[src/hw/rtl/pcbd_pkg.sv]
// Package for the prefix code bit decoder: sizes, operation codes and the
// structs passed between the table, the output buffer and the top level.
// No dependencies.
`default_nettype none

package pcbd_pkg;

    // Table and code sizes.
    localparam int TABLE_ENTRIES = 16;
    localparam int MAX_CODE_LEN  = 16;
    localparam int CODE_W        = 16;
    localparam int LEN_W         = 5;
    localparam int SYM_W         = 8;
    localparam int IDX_W         = 4;
    localparam int SLOT_W        = (TABLE_ENTRIES > 1) ? $clog2(TABLE_ENTRIES) : 1;
    localparam int CNT_W         = $clog2(MAX_CODE_LEN + 1);

    // Packed widths of the stream words.
    localparam int IN_FIELDS_W = IDX_W + CODE_W + LEN_W + SYM_W + 1;
    localparam int IN_DATA_W   = ((IN_FIELDS_W + 7) / 8) * 8;
    localparam int OUT_DATA_W  = ((SYM_W + 7) / 8) * 8;

    // Operation carried in the input tuser.
    localparam logic OP_LOAD   = 1'b0;
    localparam logic OP_DECODE = 1'b1;

    // Result status carried in the output tuser.
    localparam logic ST_SYMBOL = 1'b0;
    localparam logic ST_ERROR  = 1'b1;

    // One table write.
    typedef struct packed {
        logic              en;
        logic [SLOT_W-1:0] slot;
        logic [CODE_W-1:0] code;
        logic [LEN_W-1:0]  len;
        logic [SYM_W-1:0]  sym;
    } t_entry_wr;

    // Outcome of the parallel match.
    typedef struct packed {
        logic             found;
        logic [SYM_W-1:0] sym;
    } t_match;

    // One result word.
    typedef struct packed {
        logic             status;
        logic [SYM_W-1:0] sym;
    } t_result;

endpackage

`default_nettype wire

[src/hw/rtl/prefix_code_bit_decoder.sv]
// Top level of the prefix code bit decoder: pending code register, table
// match and result buffer. Depends on pcbd_pkg, pcbd_table, pcbd_out_buf.
//
//  Channel  Direction  tdata (low bit up)                               tuser      tlast
//  s_axis   in         index[3:0] code[19:4] length[24:20]              operation  last_bit
//                      symbol[32:25] code_bit[33], zero pad to 40
//  m_axis   out        symbol[7:0]                                      status     -
//
// One word is taken per cycle while s_axis_tready is high; a decode word's match against
// all table slots runs in the cycle it is accepted and its result is registered at that edge.
// With m_axis ready, a result is visible in the cycle after its word was accepted.
// s_axis_tready is low while the skid word is held, which follows a stalled m_axis
// with the output word already occupied.
// Synchronous active-low reset empties the table, the pending code and the buffer.
`default_nettype none

module prefix_code_bit_decoder
    import pcbd_pkg::*;
(
    input  wire logic                  i_clk,
    input  wire logic                  i_rst_n,
    input  wire logic                  s_axis_tvalid,
    output logic                       s_axis_tready,
    input  wire logic [IN_DATA_W-1:0]  s_axis_tdata,   // index, code, length, symbol, code_bit
    input  wire logic                  s_axis_tuser,   // operation
    input  wire logic                  s_axis_tlast,   // last_bit
    output logic                       m_axis_tvalid,
    input  wire logic                  m_axis_tready,
    output logic [OUT_DATA_W-1:0]      m_axis_tdata,   // symbol
    output logic                       m_axis_tuser    // status
);

    localparam int IDX_LO  = 0;
    localparam int CODE_LO = IDX_LO + IDX_W;
    localparam int LEN_LO  = CODE_LO + CODE_W;
    localparam int SYM_LO  = LEN_LO + LEN_W;
    localparam int BIT_LO  = SYM_LO + SYM_W;

    logic [CODE_W-1:0] r_pend_bits, n_pend_bits;
    logic [CNT_W-1:0]  r_pend_count, n_pend_count;

    logic              accept;
    logic              is_decode;
    logic [IDX_W-1:0]  in_index;
    logic [CODE_W-1:0] cand_bits;
    logic [CNT_W-1:0]  cand_count;
    logic              err;
    logic              push;
    logic              buf_full;
    t_entry_wr         wr;
    t_match            match;
    t_result           result;
    t_result           out_result;

    assign s_axis_tready = !buf_full;
    assign accept        = s_axis_tvalid && s_axis_tready;
    assign is_decode     = (s_axis_tuser == OP_DECODE);
    assign in_index      = s_axis_tdata[IDX_LO +: IDX_W];

    // Table write from a load word; slots past the table are dropped.
    always_comb begin
        wr.en   = accept && !is_decode
               && ({{(32 - IDX_W){1'b0}}, in_index} < 32'(TABLE_ENTRIES));
        wr.slot = SLOT_W'(in_index);
        wr.code = s_axis_tdata[CODE_LO +: CODE_W];
        wr.len  = s_axis_tdata[LEN_LO +: LEN_W];
        wr.sym  = s_axis_tdata[SYM_LO +: SYM_W];
    end

    // Candidate code with the new bit shifted in.
    assign cand_bits  = {r_pend_bits[CODE_W-2:0], s_axis_tdata[BIT_LO]};
    assign cand_count = r_pend_count + CNT_W'(1);

    pcbd_table u_table (
        .i_clk        (i_clk),
        .i_rst_n      (i_rst_n),
        .i_wr         (wr),
        .i_cand_bits  (cand_bits),
        .i_cand_count (cand_count),
        .o_match      (match)
    );

    // A full-length candidate without a match is an error.
    assign err  = !match.found && (cand_count >= CNT_W'(MAX_CODE_LEN));
    assign push = accept && is_decode && (match.found || err);

    always_comb begin
        result.status = match.found ? ST_SYMBOL : ST_ERROR;
        result.sym    = match.found ? match.sym : '0;
    end

    // Pending code update; any result or the last bit clears it.
    always_comb begin
        n_pend_bits  = r_pend_bits;
        n_pend_count = r_pend_count;
        if (accept && is_decode) begin
            if (match.found || err || s_axis_tlast) begin
                n_pend_bits  = '0;
                n_pend_count = '0;
            end else begin
                n_pend_bits  = cand_bits;
                n_pend_count = cand_count;
            end
        end
    end

    always_ff @(posedge i_clk) begin
        if (!i_rst_n) begin
            r_pend_bits  <= '0;
            r_pend_count <= '0;
        end else begin
            r_pend_bits  <= n_pend_bits;
            r_pend_count <= n_pend_count;
        end
    end

    pcbd_out_buf u_out_buf (
        .i_clk    (i_clk),
        .i_rst_n  (i_rst_n),
        .i_push   (push),
        .i_result (result),
        .i_ready  (m_axis_tready),
        .o_valid  (m_axis_tvalid),
        .o_result (out_result),
        .o_full   (buf_full)
    );

    assign m_axis_tdata = {{(OUT_DATA_W - SYM_W){1'b0}}, out_result.sym};
    assign m_axis_tuser = out_result.status;

    // The pending count never holds a full-length code.
    a_count_bound: assert property (@(posedge i_clk) disable iff (!i_rst_n)
        r_pend_count < CNT_W'(MAX_CODE_LEN))
        else $error("pending count reached maximum code length");

    // A decode word carrying the last bit leaves no pending code.
    a_last_clears: assert property (@(posedge i_clk) disable iff (!i_rst_n)
        (accept && is_decode && s_axis_tlast) |=> (r_pend_count == '0))
        else $error("pending code survived a last bit");

    // An error result carries a zero symbol.
    a_err_zero: assert property (@(posedge i_clk) disable iff (!i_rst_n)
        (m_axis_tvalid && (m_axis_tuser == ST_ERROR)) |-> (m_axis_tdata == '0))
        else $error("error result with nonzero symbol");

endmodule

`default_nettype wire

[src/hw/rtl/pcbd_table.sv]
// Code table storage with a parallel match of the candidate code against
// every entry; the lowest matching slot wins. Depends on pcbd_pkg.
`default_nettype none

module pcbd_table
    import pcbd_pkg::*;
(
    input  wire logic              i_clk,
    input  wire logic              i_rst_n,
    input  wire t_entry_wr         i_wr,
    input  wire logic [CODE_W-1:0] i_cand_bits,
    input  wire logic [CNT_W-1:0]  i_cand_count,
    output t_match                 o_match
);

    logic [CODE_W-1:0] r_code [TABLE_ENTRIES];
    logic [LEN_W-1:0]  r_len  [TABLE_ENTRIES];
    logic [SYM_W-1:0]  r_sym  [TABLE_ENTRIES];
    logic [TABLE_ENTRIES-1:0] hit;

    // Lengths reset to zero so every slot starts empty.
    always_ff @(posedge i_clk) begin
        if (!i_rst_n) begin
            for (int i = 0; i < TABLE_ENTRIES; i++) begin
                r_len[i] <= '0;
            end
        end else if (i_wr.en) begin
            r_len[i_wr.slot] <= i_wr.len;
        end
    end

    // Code and symbol are only read behind a nonzero length.
    always_ff @(posedge i_clk) begin
        if (i_wr.en) begin
            r_code[i_wr.slot] <= i_wr.code;
            r_sym[i_wr.slot]  <= i_wr.sym;
        end
    end

    // Per-slot compare of the low len bits; equal length bounds len to the code width.
    always_comb begin
        logic [CODE_W-1:0] mask;
        for (int i = 0; i < TABLE_ENTRIES; i++) begin
            mask   = ~({CODE_W{1'b1}} << r_len[i]);
            hit[i] = (r_len[i] != '0)
                  && (32'(r_len[i]) == 32'(i_cand_count))
                  && (((i_cand_bits ^ r_code[i]) & mask) == '0);
        end
    end

    // Priority select, lowest slot first.
    always_comb begin
        o_match.found = 1'b0;
        o_match.sym   = '0;
        for (int i = TABLE_ENTRIES - 1; i >= 0; i--) begin
            if (hit[i]) begin
                o_match.found = 1'b1;
                o_match.sym   = r_sym[i];
            end
        end
    end

endmodule

`default_nettype wire

[src/hw/rtl/pcbd_out_buf.sv]
// Two-word output buffer: an output register plus a skid register, so the
// input side sees a registered ready. Depends on pcbd_pkg.
`default_nettype none

module pcbd_out_buf
    import pcbd_pkg::*;
(
    input  wire logic    i_clk,
    input  wire logic    i_rst_n,
    input  wire logic    i_push,
    input  wire t_result i_result,
    input  wire logic    i_ready,
    output logic         o_valid,
    output t_result      o_result,
    output logic         o_full
);

    logic    r_out_valid, n_out_valid;
    logic    r_skid_valid, n_skid_valid;
    t_result r_out, n_out;
    t_result r_skid, n_skid;
    logic    pop;

    assign pop = r_out_valid && i_ready;

    // Refill the output word from the skid word, then place a new word.
    always_comb begin
        n_out_valid  = r_out_valid;
        n_skid_valid = r_skid_valid;
        n_out        = r_out;
        n_skid       = r_skid;
        if (pop) begin
            if (r_skid_valid) begin
                n_out        = r_skid;
                n_skid_valid = 1'b0;
            end else begin
                n_out_valid = 1'b0;
            end
        end
        if (i_push) begin
            if (!n_out_valid) begin
                n_out       = i_result;
                n_out_valid = 1'b1;
            end else begin
                n_skid       = i_result;
                n_skid_valid = 1'b1;
            end
        end
    end

    // Valid flags.
    always_ff @(posedge i_clk) begin
        if (!i_rst_n) begin
            r_out_valid  <= 1'b0;
            r_skid_valid <= 1'b0;
        end else begin
            r_out_valid  <= n_out_valid;
            r_skid_valid <= n_skid_valid;
        end
    end

    // Payload words.
    always_ff @(posedge i_clk) begin
        r_out  <= n_out;
        r_skid <= n_skid;
    end

    assign o_valid  = r_out_valid;
    assign o_result = r_out;
    assign o_full   = r_skid_valid;

    // The skid word is only ever filled behind a held output word.
    a_skid_behind_out: assert property (@(posedge i_clk) disable iff (!i_rst_n)
        r_skid_valid |-> r_out_valid)
        else $error("skid word held without an output word");

    // A stalled output word with a push must land in the skid word.
    a_push_on_stall: assert property (@(posedge i_clk) disable iff (!i_rst_n)
        (r_out_valid && !i_ready && i_push) |=> r_skid_valid)
        else $error("pushed word lost while output stalled");

    // A popped output word with a pending skid word is replaced at once.
    a_refill: assert property (@(posedge i_clk) disable iff (!i_rst_n)
        (pop && r_skid_valid) |=> r_out_valid)
        else $error("output word not refilled from skid word");

endmodule

`default_nettype wire
[config.mk]
export PLATFORM = sky130hd
export DESIGN_NAME = prefix_code_bit_decoder
export DESIGN_NICKNAME = d
export VERILOG_FILES = /design/src/hw/rtl/pcbd_pkg.sv /design/src/hw/rtl/prefix_code_bit_decoder.sv /design/src/hw/rtl/pcbd_table.sv /design/src/hw/rtl/pcbd_out_buf.sv
export SDC_FILE = /design/constraint.sdc
export NUM_CORES = 1
export LEC_CHECK = 0
export ABC_CLOCK_PERIOD_IN_PS = 5100
export BUFFER_PORTS_ARGS = -buffer_cell sky130_fd_sc_hd__buf_2
export CORE_MARGIN = 2
export CORE_UTILIZATION = 65
export DETAILED_ROUTE_END_ITERATION = 8
export PLACE_DENSITY = 0.8
export SLEW_MARGIN = 10
export SYNTH_ARGS = -nofsm -noshare
export SYNTH_HDL_FRONTEND = slang
export SYNTH_SLANG_ARGS = --single-unit
[constraint.sdc]
create_clock -name i_clk -period 5.1 [get_ports i_clk]
set_clock_uncertainty 0.1 [all_clocks]
set_input_delay 0.255 -clock i_clk [delete_from_list [all_inputs] [get_ports i_clk]]
set_output_delay 0.255 -clock i_clk [all_outputs]
set_load 0.01 [all_outputs]
==> key figures <==
Outcome
  – Outcome: finished clean

Synth
  – Synthesized flop and latch total: 504
  – Post-synthesis xor/xnor area fraction: 0.1139
  – Syn_nets: 2176
  – Mean Syn Cell Area: 11.99 µm²
  – Area leader, netlist: edfxtp_1
  – Mux cell area share after synthesis: 0.01504
  – Largest family of logic cells by synthesized area: compound AO/OA/AOI/OAI gates
  – EDFF count, synth: 473
  – Ys Warns: 0
  – Synth top area share: 0.5562
  – Register area share after synthesis: 0.5805
  – Cell area after synthesis: 25540 µm²
  – Unique masters post-synth: 101
  – Share of synthesized flip-flops with an asynchronous set or reset: 0
  – Mapped Cells: 2129
  – Post-synthesis compound-gate area fraction: 0.1268
  – Most used DFF post-synth: edfxtp_1
  – Simple-Gate Fraction of Synth Area: 0.1251
  – Ranking of synthesized cells by area: edfxtp_1, xnor2_1, xor2_1
  – Adder-cell area share of the yosys netlist: 0.0008820

Timing
  – TNS Setup: 0 ns
  – Fmax achieved: 208.5 MHz
  – Fin. Hold Viols: 0
  – Final hold slack: 0.1131 ns
  – Least-Margin Pin Slew: 1.136 ns
  – Final Max Slew Viols: 0
  – Slew margin rel.: 0.2320
  – Tmin final: 4.795 ns
  – Setup-failing EPs final: 0
  – Post-route clock period utilization: 0.9402
  – RSZ-0062 raised after global routing: false

Job
  – Maxcap violations: 0

Detailed routing
  – Starting DRT DRC Count: 2664
  – Vias post-DR: 18.80k
  – Vias/cell: 6.864
  – DR WL/cell: 28.11 µm
  – Final ANT Viol Nets: 0
  – Post-route DRC: 0
  – Drt pass-1 iters: 9
  – Routed WL: 77010 µm

Placed design
  – Placer congestion estimate: 0.9794
  – IO buf count: 50
  – Detail Placement HPWL: 50160 µm
  – Placed cells: 2632

Floorplan
  – Full die area: 40890 µm²
  – Die height: 202.2 µm
  – Initial core utilization: 0.6592
  – Rows: 72
  – Area of the core: 38740 µm²
  – Ports: 57
  – Die width: 202.2 µm

Finish
  – Fin cells: 2739
  – Nets@finish: 2224
  – Share of cells above drive strength 1: 0.1289
  – Synth-to-layout area growth: 9.608%

Power
  – Leakage: 9.313 nW
  – Pwr/cell area: 310.6 nW/µm²
  – VDD IR-drop max: 0.3311 mV

Worst setup path
  – Crit path required time: 5.52 ns
  – Worst setup EP type: flop
  – Crit Path Category: reg -> reg
  – Top fanout value on the critical path: 15
  – Critical Path Start Type: flop
  – Crit path DAT: 5.22 ns

CTS
  – TritonCTS clock tree: done
  – Latest clock arrival within the worst-skew pair: 0.62 ns
  – Htree depth: 2
  – CTS root buffer: clkbuf_16
  – # clock sinks: 504
  – Clock buffer depth: 3
  – CTS Buf Count: 51
  – PostCTS Resize Cnt: 0
  – CTS clk-pin slew, worst paths: 0.06 ns

Global route
  – Grt total ovfl: 0
  – Initial antenna violation count: 1
  – Number of global-route vias before repair: 17.98k
  – Largest net degree at the start of global routing: 27
  – Global-route wire length before repair: 112400 µm
  – GRT Util Overall: 0.3776

Min path
  – Min-delay worst type: in -> reg
flip-flops by register name, indices dropped and copies added, names as in the netlist:
signal / flops
u_out_buf.r_skid: 9
u_out_buf.o_result: 9
u_table.r_len: 80
u_table.r_sym: 128
u_table.r_code: 256
u_out_buf.o_full: 1
u_out_buf.o_valid: 1
r_pend_count: 5
r_pend_bits: 15
Yosys cell counts (all sizes together) (10+ instances only):
master / instances
a2111oi: 13
a211oi: 29
a21oi: 132
a221oi: 12
a22oi: 22
a31oi: 18
and2: 88
buf: 68
clkbuf: 77
dfxtp: 31
edfxtp: 473
inv: 40
mux2: 16
mux2i: 20
nand2: 135
nand2b: 10
nand3: 37
nand4: 19
nor2: 118
nor3: 50
nor3b: 18
nor4: 37
o2111ai: 16
o211ai: 18
o21ai: 98
o21bai: 10
o22ai: 33
or3: 18
or4: 19
xnor2: 215
xor2: 100
path summary, 6_finish.rpt:
kind / from / to / slack [ns] / depth (start not counted)
max: r_pend_count[0] / r_pend_count[1] / 0.30 / 12
min: s_axis_tdata[12] / u_table.r_code[8][8] / 0.11 / 1
max reg2reg: r_pend_count[0] / r_pend_count[1] / 0.30 / 12
min reg2reg: r_pend_count[1] / r_pend_count[1] / 0.43 / 2
worst max-delay path: stages (launching register included):
cell,delay (ns)
dfxtp_1,0.33
ha_1,0.29
and3_4,0.28
xnor2_4,0.71
nor4_1,0.15
a22oi_1,0.21
or4_1,0.51
o41ai_2,0.25
or4b_4,0.62
nor4_4,0.72
buf_4,0.28
nand2_2,0.07
a21oi_1,0.18
power by group:
group / switching [W] / total [W] / internal (W)
clock: 0.00158 / 0.00361 / 0.00203
sequential: 0.0000792 / 0.00465 / 0.00457
combinational: 0.000307 / 0.000438 / 0.000131
cells by family after synthesis:
group / count (synthesis)
adder cells (fa/ha/maj): 2
AND/OR/NAND/NOR: 598
multiplexers: 36
buffers and inverters: 186
XOR/XNOR: 318
AO/OA/AOI/OAI: 485
flip-flops: 504
metal layers:
layer | wire [µm] | track usage | vias to the layer above
met5 | 0 | 0 | -
met4 | 4675 | 0.2078 | 0
met3 | 10660 | 0.08368 | 337
met2 | 34540 | 0.5801 | 1523
met1 | 27130 | 0.5039 | 8908
li1 | - | - | 8032
per-stage QoR:
step | setup slack (ns) | instance area, µm² | power, W | util
after floorplan | 1.673 | 25540 | 0.004949 | -
after global placement | 0.5539 | 26300 | 0.005129 | 0.6789
after detailed placement | 0.4531 | 26300 | 0.005144 | 0.6789
after CTS | 0.4248 | 27980 | 0.008682 | 0.7224
after global routing | 0.2164 | 27980 | 0.008872 | 0.7224
final | 0.3049 | 27990 | 0.008695 | 0.7225
cell type report:
type	instances	area, µm²
clock inverters	28	229.0
fillers	2631	10750
repair buffers	140	963.4
multi-input cells	1439	9808
diodes	2	5.005
well taps	518	648.1
inverters	41	153.9
clock buffers	67	1358
flip-flops and latches	504	14820
cell usage in the layout, fill, tap and decap left out, types with 37 or more instances in the layout:
cell,count
o21ai_0,95
xnor2_1,210
a21oi_1,131
buf_2,50
nand3_1,37
inv_1,39
nor3_1,45
clkbuf_16,52
nor2_1,99
nand2_1,132
buf_4,79
xor2_1,99
and2_1,88
edfxtp_1,473
repair_timing:
| item | 4_1_cts | 5_1_grt |
|---|---|---|
| setup buffers | 0 | 0 |
| hold endpoints to repair | 134 | 0 |
| hold buffers | 10 | 0 |
(Power assumes the default switching activity.)
